--- config.mk ---
export PLATFORM = sky130hd
export DESIGN_NAME = crystal_frame_checker_unit_flat
export DESIGN_NICKNAME = d
export VERILOG_FILES = /design/src/rtl/core/cfc_pkg.sv /design/src/rtl/core/cfc_if.sv /design/src/rtl/core/crystal_frame_checker_unit.sv /design/src/flat_wrapper.sv
export SDC_FILE = /design/constraint.sdc
export NUM_CORES = 1
export LEC_CHECK = 0
export BUFFER_PORTS_ARGS = -buffer_cell sky130_fd_sc_hd__buf_2
export CAP_MARGIN = 10
export CORE_MARGIN = 2
export CORE_UTILIZATION = 52
export CTS_CLUSTER_SIZE = 20
export DETAILED_ROUTE_END_ITERATION = 10
export GPL_TIMING_DRIVEN = 0
export PLACE_DENSITY = 0.81
export SETUP_SLACK_MARGIN = 0.1
export SYNTH_ARGS = -nofsm -noshare
export SYNTH_HDL_FRONTEND = slang
export SYNTH_SLANG_ARGS = --single-unit
--- constraint.sdc ---
create_clock -name i_clk -period 4.2 [get_ports i_clk]
set_clock_uncertainty 0.2 [all_clocks]
set_input_delay 0.84 -clock i_clk [delete_from_list [all_inputs] [get_ports i_clk]]
set_output_delay 0.84 -clock i_clk [all_outputs]
set_load 0.01 [all_outputs]
--- src/rtl/core/cfc_pkg.sv ---
`default_nettype none

package cfc_pkg;

    localparam int unsigned STRIPS_PER_TOWER = 5;
    localparam int unsigned XTALS_PER_STRIP  = 5;
    localparam int unsigned MAX_SAMPLES      = 15;
    localparam int unsigned GAIN_LSB         = 12;

    localparam int unsigned ID_W     = 3;
    localparam int unsigned CNT_W    = 4;
    localparam int unsigned GAIN_W   = 2;
    localparam int unsigned STATUS_W = 3;
    localparam int unsigned WORD_W   = 16;
    localparam int unsigned PADDR_W  = 3;
    localparam int unsigned PDATA_W  = 32;

    // register reset values
    localparam logic             ZS_RESET  = 1'b1;
    localparam logic [CNT_W-1:0] SPF_RESET = 4'd10;

    // register index, taken from paddr[2]
    typedef enum logic {
        REG_ZERO_SUPPRESSED   = 1'b0,
        REG_SAMPLES_PER_FRAME = 1'b1
    } t_reg_idx;

    typedef enum logic [STATUS_W-1:0] {
        ST_OK           = 3'd0,
        ST_ID_MISMATCH  = 3'd1,
        ST_ID_RANGE     = 3'd2,
        ST_OUT_OF_ORDER = 3'd3,
        ST_GAIN_ZERO    = 3'd4,
        ST_GAIN_SWITCH  = 3'd5
    } t_status;

    typedef enum logic [3:0] {
        MODE_IDLE    = 4'b0001,
        MODE_COLLECT = 4'b0010,
        MODE_SKIP    = 4'b0100,
        MODE_ZERO    = 4'b1000
    } t_mode;

endpackage : cfc_pkg

`default_nettype wire

--- src/rtl/core/cfc_if.sv ---
`default_nettype none

interface cfc_word_if
    import cfc_pkg::*;
();
    logic              valid;
    logic              ready;
    logic [WORD_W-1:0] word;
    logic              is_header;
    logic [ID_W-1:0]   expected_strip;
    logic [ID_W-1:0]   expected_xtal;
    logic              tower_start;

    modport source (
        output valid, word, is_header, expected_strip, expected_xtal, tower_start,
        input  ready
    );
    modport sink (
        input  valid, word, is_header, expected_strip, expected_xtal, tower_start,
        output ready
    );
endinterface : cfc_word_if

interface cfc_stat_if
    import cfc_pkg::*;
();
    logic                valid;
    logic                ready;
    logic [STATUS_W-1:0] status;
    logic [ID_W-1:0]     strip_id;
    logic [ID_W-1:0]     xtal_id;
    logic [CNT_W-1:0]    switch_count;
    logic [CNT_W-1:0]    first_switch;
    logic                frame_accepted;

    modport source (
        output valid, status, strip_id, xtal_id, switch_count, first_switch,
               frame_accepted,
        input  ready
    );
    modport sink (
        input  valid, status, strip_id, xtal_id, switch_count, first_switch,
               frame_accepted,
        output ready
    );
endinterface : cfc_stat_if

`default_nettype wire

--- src/rtl/core/crystal_frame_checker_unit.sv ---
// channel     dir  handshake     payload
// i_word_if   in   valid/ready   word, is_header, expected_strip/xtal, tower_start
// o_stat_if   out  valid/ready   status, strip_id, xtal_id, switch_count,
//                                first_switch, frame_accepted
// apb         in   psel/penable  zero_suppressed @0x0, samples_per_frame @0x4
//
// One word per cycle. Each word is checked combinationally against the block
// state and any status lands in the output register, shown in the next cycle.
// A word is taken whenever the output register is empty or drains in the same
// cycle; a stalled status holds the input off. Reset is synchronous, active low.
`default_nettype none

module crystal_frame_checker_unit
    import cfc_pkg::*;
(
    input  wire                i_clk,
    input  wire                i_rst_n,
    cfc_word_if.sink           i_word_if,
    cfc_stat_if.source         o_stat_if,
    input  wire                psel,
    input  wire                penable,
    input  wire                pwrite,
    input  wire [PADDR_W-1:0]  paddr,
    input  wire [PDATA_W-1:0]  pwdata,
    output logic [PDATA_W-1:0] prdata,
    output logic               pready
);

    localparam logic [CNT_W:0] XTAL_MAX  = (CNT_W+1)'(XTALS_PER_STRIP);
    localparam logic [CNT_W:0] STRIP_MAX = (CNT_W+1)'(STRIPS_PER_TOWER);
    localparam logic [CNT_W-1:0] SAMP_MAX = CNT_W'(MAX_SAMPLES);

    // configuration
    logic             r_zs;
    logic [CNT_W-1:0] r_spf;
    t_reg_idx         reg_idx;

    // block state
    logic [ID_W-1:0]   r_last_strip, n_last_strip;
    logic [ID_W-1:0]   r_last_xtal,  n_last_xtal;
    logic [ID_W-1:0]   r_blk_strip,  n_blk_strip;
    logic [ID_W-1:0]   r_blk_xtal,   n_blk_xtal;
    logic [CNT_W-1:0]  r_idx,        n_idx;
    logic [GAIN_W-1:0] r_prev_gain,  n_prev_gain;
    logic [CNT_W-1:0]  r_fall_cnt,   n_fall_cnt;
    logic [CNT_W-1:0]  r_first_fall, n_first_fall;
    t_mode             r_mode,       n_mode;

    // result register
    logic                r_out_valid;
    logic [STATUS_W-1:0] r_status,   n_status;
    logic [ID_W-1:0]     r_strip_id, n_strip_id;
    logic [ID_W-1:0]     r_xtal_id,  n_xtal_id;
    logic [CNT_W-1:0]    r_sw_cnt,   n_sw_cnt;
    logic [CNT_W-1:0]    r_first_sw, n_first_sw;
    logic                r_accepted, n_accepted;
    logic                n_emit;

    logic              accept;
    logic [ID_W-1:0]   hdr_strip, hdr_xtal, base_strip, base_xtal;
    logic [CNT_W:0]    adv_strip, adv_xtal;
    logic [GAIN_W-1:0] gain;
    logic [CNT_W-1:0]  frame_len;
    logic              id_bad, order_bad;

    assign pready  = 1'b1;
    assign reg_idx = t_reg_idx'(paddr[2]);

    always_comb begin
        case (reg_idx)
            REG_ZERO_SUPPRESSED:   prdata = PDATA_W'(r_zs);
            REG_SAMPLES_PER_FRAME: prdata = PDATA_W'(r_spf);
            default:               prdata = '0;
        endcase
    end

    always_ff @(posedge i_clk) begin
        if (!i_rst_n) begin
            r_zs  <= ZS_RESET;
            r_spf <= SPF_RESET;
        end else if (psel && penable && pwrite) begin
            case (reg_idx)
                REG_ZERO_SUPPRESSED:   r_zs  <= pwdata[0];
                REG_SAMPLES_PER_FRAME: r_spf <= pwdata[CNT_W-1:0];
                default: ;
            endcase
        end
    end

    assign i_word_if.ready = !r_out_valid || o_stat_if.ready;
    assign accept          = i_word_if.valid && i_word_if.ready;

    assign hdr_strip  = i_word_if.word[ID_W-1:0];
    assign hdr_xtal   = i_word_if.word[4 +: ID_W];
    assign gain       = i_word_if.word[GAIN_LSB +: GAIN_W];
    assign base_strip = i_word_if.tower_start ? '0 : r_last_strip;
    assign base_xtal  = i_word_if.tower_start ? '0 : r_last_xtal;

    always_comb begin
        if (r_spf == '0)
            frame_len = CNT_W'(1);
        else if (r_spf > SAMP_MAX)
            frame_len = SAMP_MAX;
        else
            frame_len = r_spf;
    end

    // next position after the last valid ids; strip wraps only when zero suppressed
    always_comb begin
        adv_xtal  = (CNT_W+1)'(base_xtal) + 1'b1;
        adv_strip = (CNT_W+1)'(base_strip);
        if (adv_xtal > XTAL_MAX) begin
            adv_xtal  = (CNT_W+1)'(1);
            adv_strip = adv_strip + 1'b1;
        end
        if (r_zs && adv_strip > STRIP_MAX) begin
            adv_xtal  = (CNT_W+1)'(1);
            adv_strip = (CNT_W+1)'(1);
        end
    end

    assign id_bad = (hdr_strip == '0) || ((CNT_W+1)'(hdr_strip) > STRIP_MAX) ||
                    (hdr_xtal == '0)  || ((CNT_W+1)'(hdr_xtal) > XTAL_MAX);
    assign order_bad = (hdr_strip == base_strip && hdr_xtal <= base_xtal) ||
                       (hdr_strip < base_strip);

    always_comb begin
        n_last_strip = r_last_strip;
        n_last_xtal  = r_last_xtal;
        n_blk_strip  = r_blk_strip;
        n_blk_xtal   = r_blk_xtal;
        n_idx        = r_idx;
        n_prev_gain  = r_prev_gain;
        n_fall_cnt   = r_fall_cnt;
        n_first_fall = r_first_fall;
        n_mode       = r_mode;
        n_emit       = 1'b0;
        n_status     = ST_OK;
        n_strip_id   = r_blk_strip;
        n_xtal_id    = r_blk_xtal;
        n_sw_cnt     = '0;
        n_first_sw   = '0;
        n_accepted   = 1'b0;

        if (i_word_if.is_header) begin
            n_idx        = '0;
            n_fall_cnt   = '0;
            n_first_fall = '0;
            n_prev_gain  = '0;
            n_last_strip = base_strip;
            n_last_xtal  = base_xtal;
            n_blk_strip  = hdr_strip;
            n_blk_xtal   = hdr_xtal;
            n_mode       = MODE_COLLECT;
            if (!r_zs) begin
                if (hdr_strip != i_word_if.expected_strip ||
                    hdr_xtal != i_word_if.expected_xtal) begin
                    n_last_strip = adv_strip[ID_W-1:0];
                    n_last_xtal  = adv_xtal[ID_W-1:0];
                    n_blk_strip  = i_word_if.expected_strip;
                    n_blk_xtal   = i_word_if.expected_xtal;
                    n_mode       = MODE_SKIP;
                    n_emit       = 1'b1;
                    n_status     = ST_ID_MISMATCH;
                    n_strip_id   = i_word_if.expected_strip;
                    n_xtal_id    = i_word_if.expected_xtal;
                end
            end else if (id_bad || order_bad) begin
                n_last_strip = adv_strip[ID_W-1:0];
                n_last_xtal  = adv_xtal[ID_W-1:0];
                n_blk_strip  = adv_strip[ID_W-1:0];
                n_blk_xtal   = adv_xtal[ID_W-1:0];
                n_mode       = MODE_SKIP;
                n_emit       = 1'b1;
                n_status     = id_bad ? ST_ID_RANGE : ST_OUT_OF_ORDER;
                n_strip_id   = adv_strip[ID_W-1:0];
                n_xtal_id    = adv_xtal[ID_W-1:0];
            end else begin
                n_last_strip = hdr_strip;
                n_last_xtal  = hdr_xtal;
            end
        end else if (r_mode != MODE_IDLE) begin
            if (r_mode == MODE_COLLECT) begin
                if (gain == '0) begin
                    n_mode = MODE_ZERO;
                end else begin
                    if (r_idx != '0 && r_prev_gain > gain) begin
                        n_fall_cnt = r_fall_cnt + 1'b1;
                        if (r_first_fall == '0)
                            n_first_fall = r_idx;
                    end
                    n_prev_gain = gain;
                end
            end
            n_idx = r_idx + 1'b1;
            // end of block
            if (n_idx >= frame_len || n_idx == '0) begin
                n_mode = MODE_IDLE;
                case (r_mode)
                    MODE_SKIP: ;
                    MODE_ZERO: begin
                        n_emit   = 1'b1;
                        n_status = ST_GAIN_ZERO;
                    end
                    default: begin
                        if (n_mode == MODE_IDLE && r_mode == MODE_COLLECT &&
                            gain == '0) begin
                            n_emit   = 1'b1;
                            n_status = ST_GAIN_ZERO;
                        end else begin
                            n_emit = 1'b1;
                            if (n_fall_cnt != '0) begin
                                n_status   = ST_GAIN_SWITCH;
                                n_sw_cnt   = n_fall_cnt;
                                n_first_sw = n_first_fall;
                            end else begin
                                n_status   = ST_OK;
                                n_accepted = 1'b1;
                            end
                        end
                    end
                endcase
            end
        end
    end

    always_ff @(posedge i_clk) begin
        if (!i_rst_n) begin
            r_last_strip <= '0;
            r_last_xtal  <= '0;
            r_blk_strip  <= '0;
            r_blk_xtal   <= '0;
            r_idx        <= '0;
            r_prev_gain  <= '0;
            r_fall_cnt   <= '0;
            r_first_fall <= '0;
            r_mode       <= MODE_IDLE;
        end else if (accept) begin
            r_last_strip <= n_last_strip;
            r_last_xtal  <= n_last_xtal;
            r_blk_strip  <= n_blk_strip;
            r_blk_xtal   <= n_blk_xtal;
            r_idx        <= n_idx;
            r_prev_gain  <= n_prev_gain;
            r_fall_cnt   <= n_fall_cnt;
            r_first_fall <= n_first_fall;
            r_mode       <= n_mode;
        end
    end

    always_ff @(posedge i_clk) begin
        if (!i_rst_n) begin
            r_out_valid <= 1'b0;
        end else if (accept) begin
            r_out_valid <= n_emit;
        end else if (o_stat_if.ready) begin
            r_out_valid <= 1'b0;
        end
    end

    always_ff @(posedge i_clk) begin
        if (accept && n_emit) begin
            r_status   <= n_status;
            r_strip_id <= n_strip_id;
            r_xtal_id  <= n_xtal_id;
            r_sw_cnt   <= n_sw_cnt;
            r_first_sw <= n_first_sw;
            r_accepted <= n_accepted;
        end
    end

    assign o_stat_if.valid          = r_out_valid;
    assign o_stat_if.status         = r_status;
    assign o_stat_if.strip_id       = r_strip_id;
    assign o_stat_if.xtal_id        = r_xtal_id;
    assign o_stat_if.switch_count   = r_sw_cnt;
    assign o_stat_if.first_switch   = r_first_sw;
    assign o_stat_if.frame_accepted = r_accepted;

endmodule : crystal_frame_checker_unit

`default_nettype wire
--- src/flat_wrapper.sv ---
// flat-port wrapper written by rule: the top's interface ports become plain ports
module crystal_frame_checker_unit_flat import cfc_pkg::*;
  (i_clk, i_rst_n, psel, penable, pwrite, paddr, pwdata, prdata, pready, i_word_if_valid, i_word_if_word, i_word_if_is_header, i_word_if_expected_strip, i_word_if_expected_xtal, i_word_if_tower_start, i_word_if_ready, o_stat_if_valid, o_stat_if_status, o_stat_if_strip_id, o_stat_if_xtal_id, o_stat_if_switch_count, o_stat_if_first_switch, o_stat_if_frame_accepted, o_stat_if_ready);
  cfc_word_if i_word_if_i ();
  cfc_stat_if o_stat_if_i ();
  input  wire i_clk;
  input  wire i_rst_n;
  input  wire psel;
  input  wire penable;
  input  wire pwrite;
  input  wire [PADDR_W-1:0] paddr;
  input  wire [PDATA_W-1:0] pwdata;
  output logic [PDATA_W-1:0] prdata;
  output logic pready;
  input wire logic [$bits(i_word_if_i.valid)-1:0] i_word_if_valid;
  input wire logic [$bits(i_word_if_i.word)-1:0] i_word_if_word;
  input wire logic [$bits(i_word_if_i.is_header)-1:0] i_word_if_is_header;
  input wire logic [$bits(i_word_if_i.expected_strip)-1:0] i_word_if_expected_strip;
  input wire logic [$bits(i_word_if_i.expected_xtal)-1:0] i_word_if_expected_xtal;
  input wire logic [$bits(i_word_if_i.tower_start)-1:0] i_word_if_tower_start;
  output wire logic [$bits(i_word_if_i.ready)-1:0] i_word_if_ready;
  output wire logic [$bits(o_stat_if_i.valid)-1:0] o_stat_if_valid;
  output wire logic [$bits(o_stat_if_i.status)-1:0] o_stat_if_status;
  output wire logic [$bits(o_stat_if_i.strip_id)-1:0] o_stat_if_strip_id;
  output wire logic [$bits(o_stat_if_i.xtal_id)-1:0] o_stat_if_xtal_id;
  output wire logic [$bits(o_stat_if_i.switch_count)-1:0] o_stat_if_switch_count;
  output wire logic [$bits(o_stat_if_i.first_switch)-1:0] o_stat_if_first_switch;
  output wire logic [$bits(o_stat_if_i.frame_accepted)-1:0] o_stat_if_frame_accepted;
  input wire logic [$bits(o_stat_if_i.ready)-1:0] o_stat_if_ready;
  assign i_word_if_i.valid = i_word_if_valid;
  assign i_word_if_i.word = i_word_if_word;
  assign i_word_if_i.is_header = i_word_if_is_header;
  assign i_word_if_i.expected_strip = i_word_if_expected_strip;
  assign i_word_if_i.expected_xtal = i_word_if_expected_xtal;
  assign i_word_if_i.tower_start = i_word_if_tower_start;
  assign i_word_if_ready = i_word_if_i.ready;
  assign o_stat_if_valid = o_stat_if_i.valid;
  assign o_stat_if_status = o_stat_if_i.status;
  assign o_stat_if_strip_id = o_stat_if_i.strip_id;
  assign o_stat_if_xtal_id = o_stat_if_i.xtal_id;
  assign o_stat_if_switch_count = o_stat_if_i.switch_count;
  assign o_stat_if_first_switch = o_stat_if_i.first_switch;
  assign o_stat_if_frame_accepted = o_stat_if_i.frame_accepted;
  assign o_stat_if_i.ready = o_stat_if_ready;
  crystal_frame_checker_unit u_core (.i_clk(i_clk), .i_rst_n(i_rst_n), .i_word_if(i_word_if_i), .o_stat_if(o_stat_if_i), .psel(psel), .penable(penable), .pwrite(pwrite), .paddr(paddr), .pwdata(pwdata), .prdata(prdata), .pready(pready));
endmodule
==> PnR_summary.wiki, run 1 <==
{| class="wikitable"
! Metric !! Value
|-
| Outcome || completed
|-
| First-pass GRT wire length || 14,900 um
|-
| DRC violation count after routing || 0
|-
| CP most frequent cell || a31oi_1
|-
| Cell variety after synth || ~70
|-
| Port Buffers || 50
|-
| Total area of sequential cells || around 1300 um2
|-
| Total of fill cells in the finished design || 610
|-
| Total track usage || 24.2%
|-
| Number of synthesized flops with an enable pin || 18
|-
| CTS tree || done
|-
| Delay-heaviest family, CP || simple AND/OR/NAND/NOR gates
|-
| Post-route insts no fill || 606
|-
| Number of detailed-route iterations in the first pass || 5
|-
| Depth of the CTS H-tree || 2
|-
| Synthesized flop and latch total || 54
|-
| Clock-pin transition on the worst setup and hold timing paths || 0.10 ns
|-
| Overall via count from detail_route || 3,390
|-
| Synthesized area divided by synthesized cell count || around 8.8 um2
|-
| Largest net degree at the start of global routing || 19
|-
| Data required, critical path || 3.94 ns
|-
| Worst path slowest cell || nor2_2
|-
| Multi-input combinational cell area || 2230 um2
|-
| Share of the yosys chip area belonging to registers || 33.8%
|-
| Initial core utilization || 54.3%
|-
| Count of antenna diodes in the layout || 0
|-
| Peak ir drop on the vdd network || 0.154 mV
|-
| Detailed Route WL || 9190 um
|-
| Buffers from clock root to sink, at most || 2
|-
| Total setup violations reported at the end of the flow || 0
|-
| Row count || 30
|-
| Final #Nets || 591
|-
| Cell at the root of the clock tree || clkbuf_8
|-
| Number of antenna violations at the first check in global routing || 0
|-
| Area of the mapped netlist || 3730 um2
|-
| Period minus WS final || 3.77 ns
|-
| Clock latency at the later pin of the worst-skew pair || 0.31 ns
|-
| Worst Hold Class || flip-flop to flip-flop
|-
| Per-cell via count in the routed design || 5.59
|-
| Unrepaired setup endpoints after global routing || no
|-
| Die Footprint || 7860 um2
|-
| Pins Over Slew Limit || 0
|-
| Final setup margin || roughly 0.43 ns
|-
| PwrDens || 264 nW/um2
|-
| Post-route total power || roughly 1.1 mW
|-
| Violation count after the first detailed-route iteration || between 300 and 400
|-
| Path type of the worst setup path || input pin to flip-flop
|-
| Overall die height || approximately 89 um
|-
| Share of the synthesized area in the top cell type || 19.3%
|-
| Fraction of final layout cells with drive strength greater than 1 || 21.4%
|-
| Total congestion overflow after global routing || 0
|-
| Cells after synthesis || around 430
|-
| Number of primary I/O pins || 119
|-
| Finished layout cell area || ~4300 um2
|-
| Biggest fanout along the worst timing path || 18
|-
| Worst slack at placement || -0.239 ns
|-
| Fraction of registers with async set/reset || 0%
|-
| Area of placed instances || 4200 um2
|-
| WL per Instance || roughly 15 um
|-
| Hold Slack || approximately 0.31 ns
|-
| Kind of end point of the critical path || flip-flop
|-
| Number of cells in the design after placement || 598
|-
| Maximum cell stage delay along the critical path || approximately 0.63 ns
|-
| Accumulated negative setup slack || 0 ns
|-
| Post-route clock period utilization || 89.8%
|-
| HPWL after DPL || slightly above 7000 um
|-
| Share of the core filled with cells in the final layout || 62.8%
|-
| Hold Violations, Final || 0
|-
| Number of sinks driven by the clock tree || 54
|-
| Ordered list of cells on the worst path || clkbuf_1 > nor2b_1 > inv_1 > ha_1 > a21oi_1 > a31oi_1 > o31a_1 > a31oi_1 > nor2_1 > nor2_2
|-
| Last weighted congestion value of the routability-driven placer || 0.908
|-
| Cell accounting for the most synthesized area || dfxtp_1
|-
| Area growth from synthesis to final layout || 15.6%
|-
| Number of buffers added by the clock tree synthesis step || 5
|-
| CP Data Arrival Time || approximately 3.5 ns
|-
| Buffers plus inverters on the worst setup path || 2
|-
| CTS hold repair buffers || 0
|-
| Die Span X || 88.7 um
|-
| Total number of yosys warnings || 0
|-
| Via count of the first global-routing pass || 3,002
|-
| Static power due to leakage || 1.84 nW
|-
| Slew margin rel. || 47.0%
|-
| Max Clock Freq || 265 MHz
|-
| Transition time at the pin with the least slew margin || 0.794 ns
|-
| Commonest register cell after synthesis || dfxtp_1
|-
| Critical Path Start Type || input pin
|-
| Max-cap viol count || 0
|-
| Count of nets left with antenna violations after detail routing || 0
|-
| Placeable core region || 6870 um2
|-
| Top area cells in the synthesized netlist || dfxtp_1 19%, edfxtp_1 14%, buf_4 5.8%
|}
## cell families after synthesis
logic type	synth area share [%]
buffers and inverters	9.26
AOI/OAI and AO/OA	21.7
DFF	33.8
adders and majority gates	5.37
xor gates and xnor gates	3.69
other	0.201
and+or+nand+nor	22.9
muxes	3.05
## synthesized netlist by cell type (3+ instances only)
cell	instances
nor3_1	11
inv_1	18
a31oi_1	11
o221ai_1	3
and2_1	7
clkbuf_1	15
a211oi_1	3
xnor2_1	10
mux2i_1	8
o211ai_1	5
ha_1	16
nand3b_1	3
edfxtp_1	18
o31ai_1	6
a32oi_1	3
a21boi_0	4
nand2b_1	5
nand3_1	9
buf_4	29
a22oi_1	5
nand4_1	6
nor2_1	30
a21oi_1	17
dfxtp_1	36
or3_1	4
nor3b_1	6
and3_1	5
o21ai_0	22
nor2b_1	16
nand2_1	36
o21bai_1	4
## cells in the final DEF, fill, tap and decap left out, types with 15 or more instances in the layout
master / count
buf_4: 29
edfxtp_1: 18
a21oi_1: 17
nor2b_1: 16
nor2_1: 29
ha_1: 16
nand2_1: 36
buf_2: 50
o21ai_0: 22
conb_1: 29
inv_1: 18
dfxtp_1: 36
clkbuf_1: 15
## state kept, by name (all words and copies together), names as in the netlist, 2 cells and up
register	count
u_core.r_fall_cnt	4
u_core.r_idx	4
u_core.o_stat_if.status	3
u_core.o_stat_if.xtal_id	3
u_core.r_last_xtal	3
u_core.r_blk_strip	3
u_core.r_first_fall	4
u_core.r_spf	4
u_core.r_prev_gain	2
u_core.r_blk_xtal	3
u_core.o_stat_if.first_switch	4
u_core.o_stat_if.switch_count	4
u_core.o_stat_if.strip_id	3
u_core.r_last_strip	3
u_core.r_mode	4
## routing by layer
layer  track usage (%)  wire [um]  part of all wire, %  vias up
li1                  -          -                    -     1663
met1              35.7       4370                   48     1562
met2              37.8       4060                   44      150
met3              2.52        612                  6.7       15
met4              6.47        153                  1.7        0
met5                 0          0                    0        -
## final timing paths
path | start | end | slack, ns | cells after the start
setup / recovery | i_word_if_tower_start | u_core.o_stat_if.status[0] | 0.43 | 10
hold / removal | u_core.r_blk_strip[0] | u_core.r_blk_strip[0] | 0.31 | 2
setup reg to reg | u_core.r_last_xtal[2] | u_core.o_stat_if.status[0] | 0.78 | 9
hold reg to reg | u_core.r_blk_strip[0] | u_core.r_blk_strip[0] | 0.31 | 2
## what timing repair did
| action | CTS | global route |
|---|---|---|
| resized for setup | 1 | 0 |
| buffers inserted | 0 | 0 |
| endpoints found under the setup margin | 18 | 0 |
## area by class of cell
type,instances,area share [%]
flip-flops and latches,54,29.3
clock inverters,2,0.319
plain buffers,45,6.44
multi-input cells,335,51.6
clock buffers,6,2.18
repair buffers,50,5.81
inverters,18,1.57
well taps,96,2.79
## worst register-to-register path: cells and delay by family (launching register included)
kind	cells	cell delay, ns
flip-flops	1	0.39
adder cells (fa/ha/maj)	1	0.34
AND/OR/NAND/NOR	3	0.98
AO/OA/AOI/OAI	4	0.99
buffers and inverters	1	0.15
## power breakdown
part           switching (mW)  total (mW)  internal [mW]
sequential             0.0121       0.572          0.560
clock                   0.177       0.332          0.155
combinational           0.142       0.235         0.0932
total                   0.331        1.14          0.808
No activity file was read; power rests on OpenSTA's default activity.
==> inputs of run 2 (changes only) <==
--- a/config.mk
+++ b/config.mk
@@ -10,3 +10,3 @@
 export CORE_MARGIN = 2
-export CORE_UTILIZATION = 52
+export CORE_UTILIZATION = 47
 export CTS_CLUSTER_SIZE = 20
@@ -14,3 +14,3 @@
 export GPL_TIMING_DRIVEN = 0
-export PLACE_DENSITY = 0.81
+export PLACE_DENSITY = 0.78
 export SETUP_SLACK_MARGIN = 0.1
==> constraint.sdc (replaced) <==
create_clock -name i_clk -period 3.2 [get_ports i_clk]
set_clock_uncertainty 0.2 [all_clocks]
set_input_delay 0.32 -clock i_clk [delete_from_list [all_inputs] [get_ports i_clk]]
set_output_delay 0.32 -clock i_clk [all_outputs]
set_load 0.01 [all_outputs]
==> run 2 against run 1 <==
- global-route usage decreased by 3.3 points
- clock power increased by 35%
- count of clock-buffer cells in the layout increased by 1
- first-iteration DRC count decreased by 36%
- setup slack lost 0.14 ns
- combinational power up 32%
- critical path depth unchanged
- hold slack worse by 0.29 ns
- utilization down 6.1 points
- sequential cell count stayed put
- critical path type is now flip-flop to flip-flop
- critical endpoint is now u_core.o_stat_if.xtal_id[2]
- largest cell class unchanged
==> PnR_summary.wiki, run 2 (synthesized netlist as in run 1, its figures left out) <==
{| class="wikitable"
! Metric !! Value
|-
| Commonest non-fill, non-tap cell in the layout || buf_2
|-
| Clock-pin transition on the worst setup and hold timing paths || 0.10 ns (about the same)
|-
| Number of buffers added by the clock tree synthesis step || 5 (unchanged)
|-
| Worst Hold Class || input pin to flip-flop
|-
| Clock latency at the later pin of the worst-skew pair || 0.31 ns (about the same)
|-
| Overall via count from detail_route || 3,387 (-0.088%)
|-
| Post-route insts no fill || 613 (+1.2%)
|-
| Number of cells in the design after placement || 604 (+1.0%)
|-
| Data required, critical path || 3.02 ns (-0.92 ns)
|-
| Total of fill cells in the finished design || 714 (+17%)
|-
| DRC violation count after routing || 0 (unchanged)
|-
| PwrDens || 346 nW/um2 (+31%)
|-
| Total setup violations reported at the end of the flow || 0 (unchanged)
|-
| Detailed Route WL || 8950 um (-2.7%)
|-
| Share of the core filled with cells in the final layout || 56.6% (-6.1 points)
|-
| First-pass GRT wire length || 14,400 um (-3.2%)
|-
| Buffers from clock root to sink, at most || 2 (unchanged)
|-
| Port Buffers || 50 (unchanged)
|-
| Finished layout cell area || 4350 um2 (+0.99%)
|-
| Period minus WS final || 2.91 ns
|-
| Unrepaired setup endpoints after global routing || no
|-
| Violation count after the first detailed-route iteration || 232 (-36%)
|-
| CP Data Arrival Time || 2.73 ns (-0.78 ns)
|-
| CTS tree || done
|-
| Static power due to leakage || 1.85 nW (+0.30%)
|-
| Row count || 32 (+6.7%)
|-
| Transition time at the pin with the least slew margin || 0.602 ns (-0.192 ns)
|-
| Max Clock Freq || 343 MHz
|-
| HPWL after DPL || 7010 um (-1.9%)
|-
| Ordered list of cells on the worst path || nor2b_1 > inv_1 > ha_1 > a21oi_1 > a31oi_1 > o31a_1 > a31oi_2 > nor2_1 > nor2_4 > buf_12
|-
| Depth of the CTS H-tree || 2 (unchanged)
|-
| Largest net degree at the start of global routing || 19 (unchanged)
|-
| Number of primary I/O pins || 119 (unchanged)
|-
| Die Span X || 93.1 um (+5.0%)
|-
| Post-route total power || 1.51 mW (+32%)
|-
| Total track usage || 20.9% (-3.3 points)
|-
| Placeable core region || 7690 um2 (+12%)
|-
| Worst path slowest cell || o31a_1
|-
| Overall die height || 93.1 um (+5.0%)
|-
| Die Footprint || 8660 um2 (+10%)
|-
| Area of placed instances || 4210 um2 (+0.24%)
|-
| Area growth from synthesis to final layout || 16.7%
|-
| Peak ir drop on the vdd network || 0.207 mV (+34%)
|-
| Max-cap viol count || 0 (unchanged)
|-
| Last weighted congestion value of the routability-driven placer || 0.942 (+3.7%)
|-
| Via count of the first global-routing pass || 3,007 (+0.17%)
|-
| WL per Instance || 14.6 um (-3.8%)
|-
| Fraction of final layout cells with drive strength greater than 1 || 21.5% (+0.15 points)
|-
| CTS hold repair buffers || 0 (unchanged)
|-
| Biggest fanout along the worst timing path || 18 (unchanged)
|-
| Pins Over Slew Limit || 0 (unchanged)
|-
| Final #Nets || 592 (+0.17%)
|-
| Path type of the worst setup path || flip-flop to flip-flop
|-
| Top library cells by usage in the layout, fill and taps aside || 50 x buf_2, 36 x nand2_1, 36 x dfxtp_1
|-
| Number of antenna violations at the first check in global routing || 0 (unchanged)
|-
| Critical Path Start Type || flip-flop
|-
| Cell at the root of the clock tree || clkbuf_8
|-
| Count of antenna diodes in the layout || 0 (unchanged)
|-
| Outcome || completed
|-
| Slew margin rel. || 59.7% (+13 points)
|-
| Number of sinks driven by the clock tree || 54 (unchanged)
|-
| Number of detailed-route iterations in the first pass || 5 (unchanged)
|-
| Maximum cell stage delay along the critical path || 0.40 ns (-0.23 ns)
|-
| Hold Violations, Final || 0 (unchanged)
|-
| Kind of end point of the critical path || flip-flop
|-
| Total congestion overflow after global routing || 0 (unchanged)
|-
| Per-cell via count in the routed design || 5.53 (-1.2%)
|-
| Hold Slack || 0.0207 ns (-0.291 ns)
|-
| Count of nets left with antenna violations after detail routing || 0 (unchanged)
|-
| Post-route clock period utilization || between 90% and 100%
|-
| Initial core utilization || 48.5% (-5.8 points)
|}
==> run 2: changes by cell type in the layout (fill, tap and decap cells not counted), sizes merged <==
cell	delta
inv	-1
clkinv	-1
clkbuf	+1
buf	+1
bufinv	+1
==> run 2: final timing paths <==
path	startpoint	to	slack [ns]	cells past startpoint
setup reg to reg	u_core.r_last_xtal[2]	u_core.o_stat_if.xtal_id[2]	0.29	10
setup / recovery	u_core.r_last_xtal[2]	u_core.o_stat_if.xtal_id[2]	0.29	10
hold / removal	pwdata[3]	u_core.r_spf[3]	0.02	3
hold reg to reg	u_core.r_blk_strip[0]	u_core.r_blk_strip[0]	0.31	2
==> run 2: metrics by stage <==
stage               setup TNS, ns  setup slack [ns]
finish                          0             0.286
global route                    0             0.126
CTS                             0             0.193
detailed placement          -6.68            -0.372
global placement            -5.64            -0.313
floorplan                       0             0.198
==> run 2: layer usage <==
layer / vias up / track usage (%) / share of wire (%)
li1: 1660 / - / -
met1: 1568 / 28.4 / 45
met2: 145 / 33.0 / 45
met3: 14 / 4.35 / 7.8
met4: 0 / 7.48 / 1.8
met5: - / 0 / 0
==> run 2: area by class of cell <==
| cell class | count | area, um2 | share of cell area (%) |
|---|---|---|---|
| buffer | 45 | 278 | 6.38 |
| clock buffer | 7 | 76.3 | 1.75 |
| clock inverter | 1 | 30.0 | 0.690 |
| inverter | 18 | 67.6 | 1.55 |
| multi-input combinational | 335 | 2240 | 51.5 |
| sequential | 54 | 1260 | 29.0 |
| tap | 102 | 128 | 2.93 |
| timing repair buffer | 51 | 270 | 6.21 |
==> run 2: repair_timing <==
action,CTS,global route
pin swaps,1,0
endpoints found under the setup margin,18,35
gates resized for setup,1,3
buffers inserted,1,0
==> run 2: worst max-delay path, delay by kind of cell (launching register included) <==
| kind | cells | cell delay [ns] |
|---|---|---|
| AOI/OAI and AO/OA | 4 | 0.96 |
| adders and majority gates | 1 | 0.32 |
| and+or+nand+nor | 3 | 0.48 |
| DFF | 1 | 0.37 |
| buffers and inverters | 2 | 0.29 |
==> run 2: report_power, final <==
part	internal [mW]	switching (mW)
registers	0.734	0.0158
clock network	0.234	0.212
logic	0.127	0.184
